--- src/rtl/interrupt_vector_handler_table_macros.svh ---
// assertion helpers shared by the rtl files
`ifndef INTERRUPT_VECTOR_HANDLER_TABLE_MACROS_SVH
`define INTERRUPT_VECTOR_HANDLER_TABLE_MACROS_SVH

`ifndef SYNTHESIS

// same-cycle implication
`define IVHT_ASSERT_NOW(lbl, clk, rst_n, ante, cons) \
    lbl: assert property (@(posedge clk) disable iff (!rst_n) (ante) |-> (cons)) \
        else $error("ivht assertion failed");

// next-cycle implication
`define IVHT_ASSERT_NEXT(lbl, clk, rst_n, ante, cons) \
    lbl: assert property (@(posedge clk) disable iff (!rst_n) (ante) |=> (cons)) \
        else $error("ivht assertion failed");

// invariant
`define IVHT_ASSERT_ALWAYS(lbl, clk, rst_n, cond) \
    lbl: assert property (@(posedge clk) disable iff (!rst_n) (cond)) \
        else $error("ivht assertion failed");

`else

`define IVHT_ASSERT_NOW(lbl, clk, rst_n, ante, cons)
`define IVHT_ASSERT_NEXT(lbl, clk, rst_n, ante, cons)
`define IVHT_ASSERT_ALWAYS(lbl, clk, rst_n, cond)

`endif

`endif

--- src/rtl/ivht_pkg.sv ---
`timescale 1ns / 1ps
`default_nettype none

package ivht_pkg;

    localparam int IVHT_SLOTS_DEF = 20;

    // command codes
    localparam logic [1:0] CMD_REG  = 2'd0;
    localparam logic [1:0] CMD_REM  = 2'd1;
    localparam logic [1:0] CMD_LOOK = 2'd2;

    // status codes
    localparam logic [2:0] ST_OK       = 3'd0;
    localparam logic [2:0] ST_ILLEGAL  = 3'd1;
    localparam logic [2:0] ST_DUP      = 3'd2;
    localparam logic [2:0] ST_FULL     = 3'd3;
    localparam logic [2:0] ST_FAULT    = 3'd4;
    localparam logic [2:0] ST_NOTFOUND = 3'd5;

    // internal source numbering
    localparam logic [7:0] SRC_BASE   = 8'd64;
    localparam logic [7:0] SRC_MAX    = 8'd62;
    localparam logic [7:0] SRC_RO_MAX = 8'd8;
    localparam int         SRC_COUNT  = 63;

    typedef enum logic {
        S_IDLE,
        S_SCAN
    } t_state;

    typedef struct packed {
        logic [7:0]  vec;
        logic [15:0] hid;
        logic [31:0] dev;
        logic [31:0] arg;
    } t_entry;

    typedef struct packed {
        logic   we;
        logic   clr;
        t_entry entry;
    } t_tbl_wr;

    typedef struct packed {
        logic       unmask;
        logic       wr_ctl;
        logic [5:0] idx;
        logic [5:0] pl;
    } t_src_upd;

endpackage

`default_nettype wire

--- src/rtl/ivht_table.sv ---
`timescale 1ns / 1ps
`default_nettype none

module ivht_table #(
    parameter int TABLE_SLOTS = ivht_pkg::IVHT_SLOTS_DEF,
    parameter int SLOT_W      = 5
) (
    input  wire logic              i_clk,
    input  wire logic              i_rst_n,
    input  wire logic [SLOT_W-1:0] i_rd_addr,
    output ivht_pkg::t_entry       o_rd_entry,
    input  wire logic [SLOT_W-1:0] i_wr_addr,
    input  wire ivht_pkg::t_tbl_wr i_wr
);
    import ivht_pkg::*;

    t_entry                 r_mem [TABLE_SLOTS];
    logic [TABLE_SLOTS-1:0] r_valid;
    t_entry                 r_rd_entry;
    logic                   r_rd_valid;

    always_ff @(posedge i_clk) begin
        if (i_wr.we) begin
            r_mem[i_wr_addr] <= i_wr.entry;
        end
        r_rd_entry <= r_mem[i_rd_addr];
    end

    // per-slot valid bits, an invalid slot reads as empty
    always_ff @(posedge i_clk) begin
        if (!i_rst_n) begin
            r_valid    <= '0;
            r_rd_valid <= 1'b0;
        end else begin
            if (i_wr.we) begin
                r_valid[i_wr_addr] <= 1'b1;
            end else if (i_wr.clr) begin
                r_valid[i_wr_addr] <= 1'b0;
            end
            r_rd_valid <= r_valid[i_rd_addr];
        end
    end

    assign o_rd_entry = r_rd_valid ? r_rd_entry : '0;

endmodule

`default_nettype wire

--- src/rtl/ivht_src.sv ---
`timescale 1ns / 1ps
`default_nettype none

`include "interrupt_vector_handler_table_macros.svh"

module ivht_src (
    input  wire logic              i_clk,
    input  wire logic              i_rst_n,
    input  wire ivht_pkg::t_src_upd i_upd
);
    import ivht_pkg::*;

    logic [SRC_COUNT-1:0] r_mask;
    logic [SRC_COUNT-1:0] r_ctl_valid;
    logic [5:0]           r_ctl [SRC_COUNT];

    always_ff @(posedge i_clk) begin
        if (!i_rst_n) begin
            r_mask      <= '1;
            r_ctl_valid <= '0;
        end else begin
            if (i_upd.unmask) begin
                r_mask[i_upd.idx] <= 1'b0;
            end
            if (i_upd.wr_ctl) begin
                r_ctl_valid[i_upd.idx] <= 1'b1;
            end
        end
    end

    // level and priority per source
    always_ff @(posedge i_clk) begin
        if (i_upd.wr_ctl) begin
            r_ctl[i_upd.idx] <= i_upd.pl;
        end
    end

    `IVHT_ASSERT_NEXT(a_unmask_sticks, i_clk, i_rst_n, i_upd.unmask, !r_mask[$past(i_upd.idx)])
    `IVHT_ASSERT_NEXT(a_ctl_written, i_clk, i_rst_n, i_upd.wr_ctl, r_ctl_valid[$past(i_upd.idx)] && (r_ctl[$past(i_upd.idx)] == $past(i_upd.pl)))
    `IVHT_ASSERT_ALWAYS(a_src0_masked, i_clk, i_rst_n, r_mask[0])

endmodule

`default_nettype wire

--- src/rtl/ivht_seq.sv ---
`timescale 1ns / 1ps
`default_nettype none

`include "interrupt_vector_handler_table_macros.svh"

module ivht_seq #(
    parameter int TABLE_SLOTS = ivht_pkg::IVHT_SLOTS_DEF,
    parameter int SLOT_W      = 5
) (
    input  wire logic              i_clk,
    input  wire logic              i_rst_n,
    input  wire logic              i_start,
    output logic                   o_busy,
    input  wire logic [1:0]        i_cmd,
    input  wire logic [7:0]        i_vector,
    input  wire logic [15:0]       i_handler_id,
    input  wire logic [31:0]       i_dev_tag,
    input  wire logic [31:0]       i_arg_tag,
    input  wire logic [2:0]        i_level,
    input  wire logic [2:0]        i_priority_req,
    output logic                   o_done,
    output logic [2:0]             o_status,
    output logic [4:0]             o_slot,
    output logic [15:0]            o_found_handler,
    output logic [31:0]            o_found_dev,
    output logic [31:0]            o_found_arg,
    output logic [SLOT_W-1:0]      o_rd_addr,
    input  wire ivht_pkg::t_entry  i_rd_entry,
    output logic [SLOT_W-1:0]      o_wr_addr,
    output ivht_pkg::t_tbl_wr      o_wr,
    output ivht_pkg::t_src_upd     o_upd
);
    import ivht_pkg::*;

    localparam logic [SLOT_W-1:0] LAST = SLOT_W'(TABLE_SLOTS - 1);

    t_state            r_state, n_state;
    logic [1:0]        r_cmd, n_cmd;
    logic [7:0]        r_vec, n_vec;
    logic [15:0]       r_hid, n_hid;
    logic [31:0]       r_dev, n_dev;
    logic [31:0]       r_arg, n_arg;
    logic [5:0]        r_pl, n_pl;
    logic [SLOT_W-1:0] r_idx, n_idx;
    logic              r_done, n_done;
    logic [2:0]        r_status, n_status;
    logic [4:0]        r_slot, n_slot;
    logic [15:0]       r_fh, n_fh;
    logic [31:0]       r_fd, n_fd;
    logic [31:0]       r_fa, n_fa;

    logic [7:0]        src_off;
    logic              src_ok;

    assign src_off = r_vec - SRC_BASE;
    assign src_ok  = (src_off != 8'd0) && (src_off <= SRC_MAX);

    always_ff @(posedge i_clk) begin
        if (!i_rst_n) begin
            r_state <= S_IDLE;
            r_done  <= 1'b0;
        end else begin
            r_state <= n_state;
            r_done  <= n_done;
        end
    end

    always_ff @(posedge i_clk) begin
        r_cmd    <= n_cmd;
        r_vec    <= n_vec;
        r_hid    <= n_hid;
        r_dev    <= n_dev;
        r_arg    <= n_arg;
        r_pl     <= n_pl;
        r_idx    <= n_idx;
        r_status <= n_status;
        r_slot   <= n_slot;
        r_fh     <= n_fh;
        r_fd     <= n_fd;
        r_fa     <= n_fa;
    end

    always_comb begin
        n_state  = r_state;
        n_cmd    = r_cmd;
        n_vec    = r_vec;
        n_hid    = r_hid;
        n_dev    = r_dev;
        n_arg    = r_arg;
        n_pl     = r_pl;
        n_idx    = r_idx;
        n_done   = 1'b0;
        n_status = r_status;
        n_slot   = r_slot;
        n_fh     = r_fh;
        n_fd     = r_fd;
        n_fa     = r_fa;

        o_rd_addr       = '0;
        o_wr_addr       = r_idx;
        o_wr.we         = 1'b0;
        o_wr.clr        = 1'b0;
        o_wr.entry.vec  = r_vec;
        o_wr.entry.hid  = r_hid;
        o_wr.entry.dev  = r_dev;
        o_wr.entry.arg  = r_arg;
        o_upd.unmask    = 1'b0;
        o_upd.wr_ctl    = 1'b0;
        o_upd.idx       = src_off[5:0];
        o_upd.pl        = r_pl;

        case (r_state)
            S_IDLE: begin
                if (i_start) begin
                    n_cmd  = i_cmd;
                    n_vec  = i_vector;
                    n_hid  = i_handler_id;
                    n_dev  = i_dev_tag;
                    n_arg  = i_arg_tag;
                    n_pl   = {i_level, i_priority_req};
                    n_idx  = '0;
                    n_slot = '0;
                    n_fh   = '0;
                    n_fd   = '0;
                    n_fa   = '0;
                    n_done = 1'b1;
                    case (i_cmd)
                        CMD_REG: begin
                            if (i_vector == 8'd0 || i_handler_id == 16'd0) begin
                                n_status = ST_ILLEGAL;
                            end else begin
                                n_done  = 1'b0;
                                n_state = S_SCAN;
                            end
                        end
                        CMD_REM: begin
                            if (i_handler_id == 16'd0) begin
                                n_status = ST_ILLEGAL;
                            end else begin
                                n_done  = 1'b0;
                                n_state = S_SCAN;
                            end
                        end
                        CMD_LOOK: begin
                            if (i_vector == 8'd0) begin
                                n_status = ST_NOTFOUND;
                            end else begin
                                n_done  = 1'b0;
                                n_state = S_SCAN;
                            end
                        end
                        default: begin
                            n_status = ST_ILLEGAL;
                        end
                    endcase
                end
            end
            S_SCAN: begin
                // slot r_idx is on the read port, prefetch the next one
                if (r_idx != LAST) begin
                    o_rd_addr = r_idx + 1'b1;
                end
                n_slot = 5'(r_idx);
                n_done = 1'b1;
                n_state = S_IDLE;
                if (r_cmd == CMD_REG && i_rd_entry.vec == r_vec) begin
                    n_status = ST_DUP;
                end else if (r_cmd == CMD_REG && i_rd_entry.vec == 8'd0) begin
                    o_wr.we = 1'b1;
                    n_status = ST_OK;
                    if (r_vec >= SRC_BASE) begin
                        if (src_ok) begin
                            o_upd.unmask = 1'b1;
                            o_upd.wr_ctl = (src_off > SRC_RO_MAX);
                        end else begin
                            n_status = ST_FAULT;
                        end
                    end
                end else if (r_cmd == CMD_REM && i_rd_entry.hid == r_hid) begin
                    o_wr.clr = 1'b1;
                    n_status = ST_OK;
                end else if (r_cmd == CMD_LOOK && i_rd_entry.vec == r_vec) begin
                    n_status = ST_OK;
                    n_fh     = i_rd_entry.hid;
                    n_fd     = i_rd_entry.dev;
                    n_fa     = i_rd_entry.arg;
                end else if (r_idx == LAST) begin
                    n_slot   = '0;
                    n_status = (r_cmd == CMD_REG) ? ST_FULL : ST_NOTFOUND;
                end else begin
                    n_done  = 1'b0;
                    n_state = S_SCAN;
                    n_idx   = r_idx + 1'b1;
                end
            end
            default: begin
                n_state = S_IDLE;
            end
        endcase
    end

    assign o_busy          = (r_state != S_IDLE);
    assign o_done          = r_done;
    assign o_status        = r_status;
    assign o_slot          = r_slot;
    assign o_found_handler = r_fh;
    assign o_found_dev     = r_fd;
    assign o_found_arg     = r_fa;

    `IVHT_ASSERT_NOW(a_done_idle, i_clk, i_rst_n, r_done, r_state == S_IDLE)
    `IVHT_ASSERT_NEXT(a_scan_ends_done, i_clk, i_rst_n, r_state == S_SCAN, (r_state == S_SCAN) || r_done)
    `IVHT_ASSERT_NEXT(a_accept_acts, i_clk, i_rst_n, (r_state == S_IDLE) && i_start, (r_state == S_SCAN) || r_done)

endmodule

`default_nettype wire

--- src/rtl/interrupt_vector_handler_table.sv ---
`timescale 1ns / 1ps
`default_nettype none

// channel   | direction | handshake                   | payload
// ----------+-----------+-----------------------------+----------------------------------------
// command   | in        | start high, busy low        | i_cmd i_vector i_handler_id i_dev_tag
//           |           |                             | i_arg_tag i_level i_priority_req
// result    | out       | o_done, one cycle per beat  | o_status o_slot o_found_handler
//           |           |                             | o_found_dev o_found_arg
//
// a command that needs the table scans from slot 0 up to the last slot at most, one slot
// per cycle through the single table read port, and its result strobes the cycle after
// commands rejected on their fields alone answer the cycle after they are taken
// busy is high only while scanning, so a new command can be taken during the strobe
// reset (synchronous, active low) empties every slot and masks every source at once
// results cannot be held off, each beat is valid for exactly one cycle

module interrupt_vector_handler_table #(
    parameter int TABLE_SLOTS = ivht_pkg::IVHT_SLOTS_DEF
) (
    input  wire logic        i_clk,
    input  wire logic        i_rst_n,
    input  wire logic        start,
    output logic             busy,
    input  wire logic [1:0]  i_cmd,
    input  wire logic [7:0]  i_vector,
    input  wire logic [15:0] i_handler_id,
    input  wire logic [31:0] i_dev_tag,
    input  wire logic [31:0] i_arg_tag,
    input  wire logic [2:0]  i_level,
    input  wire logic [2:0]  i_priority_req,
    output logic             o_done,
    output logic [2:0]       o_status,
    output logic [4:0]       o_slot,
    output logic [15:0]      o_found_handler,
    output logic [31:0]      o_found_dev,
    output logic [31:0]      o_found_arg
);
    import ivht_pkg::*;

    // slot index width, at least one bit for a single-slot table
    localparam int SLOT_W = (TABLE_SLOTS > 1) ? $clog2(TABLE_SLOTS) : 1;

    // table read and write side
    logic [SLOT_W-1:0] rd_addr;
    logic [SLOT_W-1:0] wr_addr;
    t_entry            rd_entry;
    t_tbl_wr           tbl_wr;

    // source mask and control update
    t_src_upd          src_upd;

    // sequencer: latches the command, walks the slots and compares each one
    ivht_seq #(
        .TABLE_SLOTS (TABLE_SLOTS),
        .SLOT_W      (SLOT_W)
    ) u_seq (
        .i_clk           (i_clk),
        .i_rst_n         (i_rst_n),
        .i_start         (start),
        .o_busy          (busy),
        .i_cmd           (i_cmd),
        .i_vector        (i_vector),
        .i_handler_id    (i_handler_id),
        .i_dev_tag       (i_dev_tag),
        .i_arg_tag       (i_arg_tag),
        .i_level         (i_level),
        .i_priority_req  (i_priority_req),
        .o_done          (o_done),
        .o_status        (o_status),
        .o_slot          (o_slot),
        .o_found_handler (o_found_handler),
        .o_found_dev     (o_found_dev),
        .o_found_arg     (o_found_arg),
        .o_rd_addr       (rd_addr),
        .i_rd_entry      (rd_entry),
        .o_wr_addr       (wr_addr),
        .o_wr            (tbl_wr),
        .o_upd           (src_upd)
    );

    // handler table: one write and one registered read per cycle, valid bit per slot
    ivht_table #(
        .TABLE_SLOTS (TABLE_SLOTS),
        .SLOT_W      (SLOT_W)
    ) u_table (
        .i_clk      (i_clk),
        .i_rst_n    (i_rst_n),
        .i_rd_addr  (rd_addr),
        .o_rd_entry (rd_entry),
        .i_wr_addr  (wr_addr),
        .i_wr       (tbl_wr)
    );

    // internal source mask and level/priority store
    ivht_src u_src (
        .i_clk   (i_clk),
        .i_rst_n (i_rst_n),
        .i_upd   (src_upd)
    );

endmodule

`default_nettype wire

--- config.mk ---
export PLATFORM = sky130hd
export DESIGN_NAME = interrupt_vector_handler_table
export DESIGN_NICKNAME = d
export VERILOG_FILES = /design/src/rtl/ivht_pkg.sv /design/src/rtl/ivht_table.sv /design/src/rtl/ivht_src.sv /design/src/rtl/ivht_seq.sv /design/src/rtl/interrupt_vector_handler_table.sv
export VERILOG_INCLUDE_DIRS = /design/src /design/src/rtl
export SDC_FILE = /design/constraint.sdc
export NUM_CORES = 2
export LEC_CHECK = 0
export ABC_AREA = 1
export BUFFER_PORTS_ARGS = -buffer_cell sky130_fd_sc_hd__buf_2
export CAP_MARGIN = 20
export CORE_MARGIN = 2
export CORE_UTILIZATION = 36
export DETAILED_ROUTE_END_ITERATION = 10
export PLACE_DENSITY = 0.6
export SLEW_MARGIN = 20
export SYNTH_ARGS = -nofsm -noshare
export SYNTH_HDL_FRONTEND = slang
export SYNTH_SLANG_ARGS = --single-unit
export TNS_END_PERCENT = 50
--- constraint.sdc ---
create_clock -name i_clk -period 20.4 [get_ports i_clk]
set_input_delay 3.06 -clock i_clk [delete_from_list [all_inputs] [get_ports i_clk]]
set_output_delay 3.06 -clock i_clk [all_outputs]
set_load 0.01 [all_outputs]
=== Word level (Yosys, flattened, before mapping) ===
Memories as Yosys holds them, arrays and structs flattened. A register that Yosys moved wholly into a read port is not among the register bits.
Index checks and enable logic that the tools add are counted.

* Register bits: 206
* Memory bits (writable): 1,760
* Input bits: 99
* Output and inout bits: 90
* Logic and storage cells: 146
* Memories: 1

{| class="wikitable"
|+ Memory list
! name !! depth !! width !! rd ports !! clocked after Yosys merged registers in !! write ports !! RTL line !! RTL
|-
| u_table.r_mem || 20 || 88 || 1 || 1 || 1 || ivht_table.sv:17 || <nowiki>t_entry r_mem [TABLE_SLOTS];</nowiki>
|}

* Add/sub/neg operators: 2
* $lt $le $gt $ge: 5
* Eq/ne operators: 19
* Mux-type cells: 82
* Bitwise gates (word level): 4
* Reduce and logical (&&, ||, !) cells: 18

{| class="wikitable"
|+ Operators with widths
! operator !! number
|-
| $mux W32 || 9
|-
| $pmux W32 S2 || 2
|-
| $mux W88 || 1
|-
| $mux W16 || 5
|-
| $mux W5 || 13
|-
| $mux W20 || 2
|-
| $mux W3 || 12
|-
| $pmux W16 S2 || 1
|-
| $mux W1 || 25
|-
| $and A20 B20 Y20 || 1
|-
| $not A20 Y20 || 1
|-
| $or A20 B20 Y20 || 1
|-
| $pmux W5 S2 || 2
|-
| $eq A16 B16 Y1 || 1
|-
| $logic_not A16 Y1 || 1
|-
| $logic_not A8 Y1 || 2
|-
| $ne A2 B2 Y1 const B || 7
|-
| $lt A5 B6 Y1 const B || 2
|-
| $reduce_and A5 Y1 || 2
|-
| $ne A3 B2 Y1 const B || 3
|-
| $pmux W3 S3 || 1
|-
| $eq A8 B8 Y1 || 1
|-
| $ge A8 B7 Y1 const B || 1
|-
| $le A8 B6 Y1 const B || 1
|-
| 22 further kinds || 33
|}

=== Depth between registers and ports, before layout ===
* Depth after elaboration: 9
* Depth in mapped cells: 15
* Mapped depth without buffers: 13

=== Hierarchy ===
A second synthesis with hierarchy kept.

* Cells, all modules: 6,507
* Area, all modules: 80,805.0 um^2

{| class="wikitable"
|+ Modules (own cells, without submodules)
! module !! instances !! cells an instance !! area each (um^2) !! sequential area each (um^2)
|-
| ivht_table || 1 || 5,873 || 73,204.0 || 55,032.8
|-
| ivht_seq || 1 || 634 || 7,601.0 || 5,715.5
|}

=== Least setup slack after synthesis ===
Ideal clock, no wire load.

* Kind: input to register
* From: input start
* To: register u_seq.r_fa[0], in the netlist u_seq.o_found_arg[0], enable pin
* Setup time: 440 ps
* Arrival: 9,155 ps
* Required time: 19,960 ps
* Path slack: 10,805 ps
* Stages on the path: 4
* Buffers on the path: 0
* Cell sequence: inv_1 -> nor2_1 -> inv_1 -> nand2_1

* Cells in the longest elaborated chain, start to end: 2

{| class="wikitable"
|+ Ends and longest elaborated chain
! what !! RTL line !! RTL
|-
| start: declaration || interrupt_vector_handler_table.sv:23 || <nowiki>input wire logic start,</nowiki>
|-
| $ne A2 B2 Y1 (no line) || - ||
|-
| $reduce_and A5 Y1 (no line) || - ||
|-
| end signal: assignment || ivht_seq.sv:80 || <nowiki>r_fa <= n_fa;</nowiki>
|-
| end: declaration || ivht_seq.sv:50 || <nowiki>logic [31:0] r_fa, n_fa;</nowiki>
|}

No other way between the ends.
A chain may end at the register's enable or synchronous reset.

=== Worst setup path after layout ===
* From: register u_seq.r_state, in the netlist u_seq.o_busy
* To: register u_table.r_rd_entry[16] (netlist name)

* Cells in the longest elaborated chain, start to end: 1

{| class="wikitable"
|+ Ends and longest elaborated chain
! what !! RTL line !! RTL
|-
| start: declaration || ivht_seq.sv:37 || <nowiki>t_state r_state, n_state;</nowiki>
|-
| start signal: assignment || ivht_seq.sv:63 || <nowiki>r_state <= n_state;</nowiki>
|-
| $mux W5 || ivht_seq.sv:112 || <nowiki>case (r_state)</nowiki>
|}

No other way between the ends.

==> results.yml <==
outcome:
  status: "completed"
place:
  post_dp_cell_area_um2: 86100
  dp_cells: 9716
  pre_cts_slack_ns: 13.68
  place.gp.congestion: 0.775
  numPortBuffers: 182
  hpwlAfterDp_mm: 103
cells_and_area:
  drive_gt1_frac: 0.0826
  design_area_um2: 92900
  syn2layout_area_growth_pct: 12.6
  final_common_cell: "edfxtp_1"
  stdcell_count: 10102
  num-fill-cells: 21040
  fin_nets: 7017
  final_cell_mix: "edfxtp_1 (1943), nand2_1 (1410), inv_1 (1004), nand3_1 (746), o211ai_1 (529)"
clock_tree:
  clock_sinks: 2054
  cts_tree: "done"
  clkTransAtPathRegs_ns: 0.06
  clk_path_buf_depth: 3
  post_cts_buffers: 0
  cts_hold_repair.buffers: 0
  cts_buffers: 204
  cts-resized-gates: 0
  clock_latency_ns: 0.86
  cts-root-buf: "clkbuf_16"
  htree_num_levels: 4
global_route:
  grt_pass1_vias: 48040
  antenna_found_initial: 14
  grt_pass1_wl_mm: 317
  grt_usage: 0.183
  grt_max_degree: 264
  grt-ovfl-total: 0
critical_path:
  critPathArrivalTime_ns: 7.64
  startpoint_type: "flip-flop"
  cp_max_fo: 215
  worstSetupEndpointType: "flip-flop"
  rrSetupSlack_ns: 13.49
  crit_type: "reg2reg"
  r2r_cells: 17
  timing.rr.end: "u_table.r_rd_entry[16]"
  r2r_start: "u_seq.o_busy"
  critPathRequiredTime_ns: 21.13
timing:
  drv_slew: 0
  max_freq_ghz: 0.145
  tightest_slew_ns: 1.15
  rsz0062_at_grt: "no"
  clock_skew_ns: 0.0725
  finalCriticalPeriod_ns: 6.91
  timing.final.hold_violations: 0
  setup_ws_ns: 13.49
  period_share: 0.339
  hold_slack_ns: 0.462
  relSlewSlack: 0.233
  setup_violations: 0
  tns_ns: 0
synth:
  ys_warn_count: 0
  ys_seq_area_frac: 0.734
  syn_area_per_cell_um2: 12.0
  syn_area_um2: 82500
  synth_cell_types: 27
  syn_nets: 6958
  ys_ff_latch: 2054
  synthCells: 6855
floorplanning:
  die_h_um: 483
  core.rowCount: 175
  dieArea_um2: 233000
  die_x_um: 483
  core_area_um2: 228000
  start_util: 0.362
  ios: 189
detailed_routing:
  vias: 51209
  drtIter0Drc: 5245
  final_antenna_net_count: 0
  routed_wl_mm: 218
  route.detailed.drc: 0
  dr.pass1.iters: 6
  wl_per_cell_um: 21.6
  via_per_inst: 5.07
power_and_ir_drop:
  vdd_drop_max_mv: 0.0760
  power_density_nw_per_um2: 99.9
  power_leakage_nw: 35.8
job:
  cap_violations: 0
min_path:
  worstHoldPathType: "reg2reg"
  min_path_cells: 2
-- cell usage after synthesis --
| master | count | area share |
|---|---|---|
| inv_2 | 6 | 0.00027 |
| nor2_4 | 2 | 0.00027 |
| a21oi_1 | 25 | 0.0015 |
| clkbuf_1 | 113 | 0.0051 |
| nand4_1 | 33 | 0.0025 |
| o22ai_1 | 90 | 0.0068 |
| o211ai_1 | 529 | 0.048 |
| nand3_1 | 746 | 0.045 |
| buf_2 | 224 | 0.014 |
| nand2_2 | 2 | 0.00015 |
| inv_1 | 1025 | 0.047 |
| ha_1 | 4 | 0.00061 |
| nor4_1 | 1 | 0.000076 |
| nor3_1 | 1 | 0.000061 |
| buf_1 | 32 | 0.0015 |
| nor2_2 | 1 | 0.000076 |
| or2_2 | 3 | 0.00023 |
| o21ai_0 | 178 | 0.011 |
| nand3b_1 | 6 | 0.00055 |
| nand3_4 | 1 | 0.00021 |
| edfxtp_1 | 1943 | 0.71 |
| clkbuf_2 | 8 | 0.00049 |
| o21ai_2 | 1 | 0.00011 |
| nand2_1 | 1415 | 0.064 |
| buf_4 | 16 | 0.0015 |
| nor2_1 | 339 | 0.015 |
| dfxtp_1 | 111 | 0.027 |
-- where the power goes --
| part | internal (W) | leakage [nW] | switching, W | total (W) |
|---|---|---|---|---|
| logic | 0.000193 | 13.9 | 0.000507 | 0.000699 |
| registers | 0.00472 | 18.5 | 0.000104 | 0.00482 |
| clock network | 0.00215 | 3.29 | 0.00160 | 0.00375 |
| total | 0.00707 | 35.8 | 0.00221 | 0.00928 |
-- state kept, by name, indices dropped and copies added, names as in the netlist, 8 cells and up, named ones only --
| name | cells |
|---|---|
| u_table.r_rd_entry | 88 |
| u_seq.r_hid | 16 |
| u_seq.r_vec | 8 |
| u_seq.r_arg | 32 |
| u_seq.o_found_dev | 32 |
| u_table.r_mem | 1760 |
| u_seq.o_found_arg | 32 |
| u_seq.o_found_handler | 16 |
| u_seq.r_dev | 32 |
-- layer usage --
metal  routed length (um)  vias up  part of all wire  GRT usage
li1                     -    23806                 -          -
met1                96100    25344              0.44      0.257
met2               103000     1763              0.47      0.301
met3                14600      294             0.067     0.0263
met4                 4310        2             0.020     0.0441
met5                   16        -          0.000073          0
-- final cells by class --
cell class / count / area [um2] / area share
Tap cell: 3009 / 3760 / 0.0405
Multi-Input combinational cell: 3377 / 16300 / 0.176
Inverter: 1031 / 4010 / 0.0432
Clock buffer: 288 / 5690 / 0.0612
Timing Repair Buffer: 246 / 1470 / 0.0158
Sequential cell: 2054 / 60600 / 0.652
Clock inverter: 96 / 1060 / 0.0114
Antenna cell: 1 / 2.50 / 0.0000269
-- how the worst max path moves through the flow --
| stage | start | to | slack, ns |
|---|---|---|---|
| floorplan | start | u_seq.o_found_arg[0] | 10.81 |
| CTS | u_seq.o_busy | u_table.r_rd_entry[83] | 13.63 |
| detailed placement | u_seq.o_busy | u_table.r_rd_entry[83] | 13.68 |
| global route | u_seq.o_busy | u_table.r_rd_entry[17] | 13.23 |
| finish | u_seq.o_busy | u_table.r_rd_entry[16] | 13.49 |
| global placement | u_seq.o_busy | u_table.r_rd_entry[83] | 13.80 |
-- worst max-delay path, cell delays in order (launching register included) --
cell and delay [ns]:
dfxtp_1 0.29, buf_4 0.26, inv_2 0.44, nor2_4 0.03, buf_4 0.38, nand2_8 0.71
buf_12 0.72, buf_4 0.75, buf_12 0.42, buf_16 0.51, buf_4 0.86, nand2_1 0.12
o211ai_1 0.14, nand3_1 0.09, nand3_1 0.15, nand2_1 0.09, nand2_1 0.08, nand2_1 0.07
-- cell families (layout without fill, tap and decap cells) --
group / count (synthesis) / count (layout) / synth area share
buf+inv: 1424 / 1661 / 0.0690
simple gates: 2550 / 2550 / 0.129
other cells: 0 / 1 / 0
flops: 2054 / 2054 / 0.734
compound gates: 823 / 823 / 0.0674
fa+ha+maj: 4 / 4 / 0.000606
-- through the flow --
step,util,power [W]
final,0.408,0.00928
after global routing,0.408,0.00960
after CTS,0.408,0.00936
after detailed placement,0.378,0.00561
after global placement,0.378,0.00560
after floorplan,-,0.00534
Note: power is estimated with default switching activity, not from simulation.
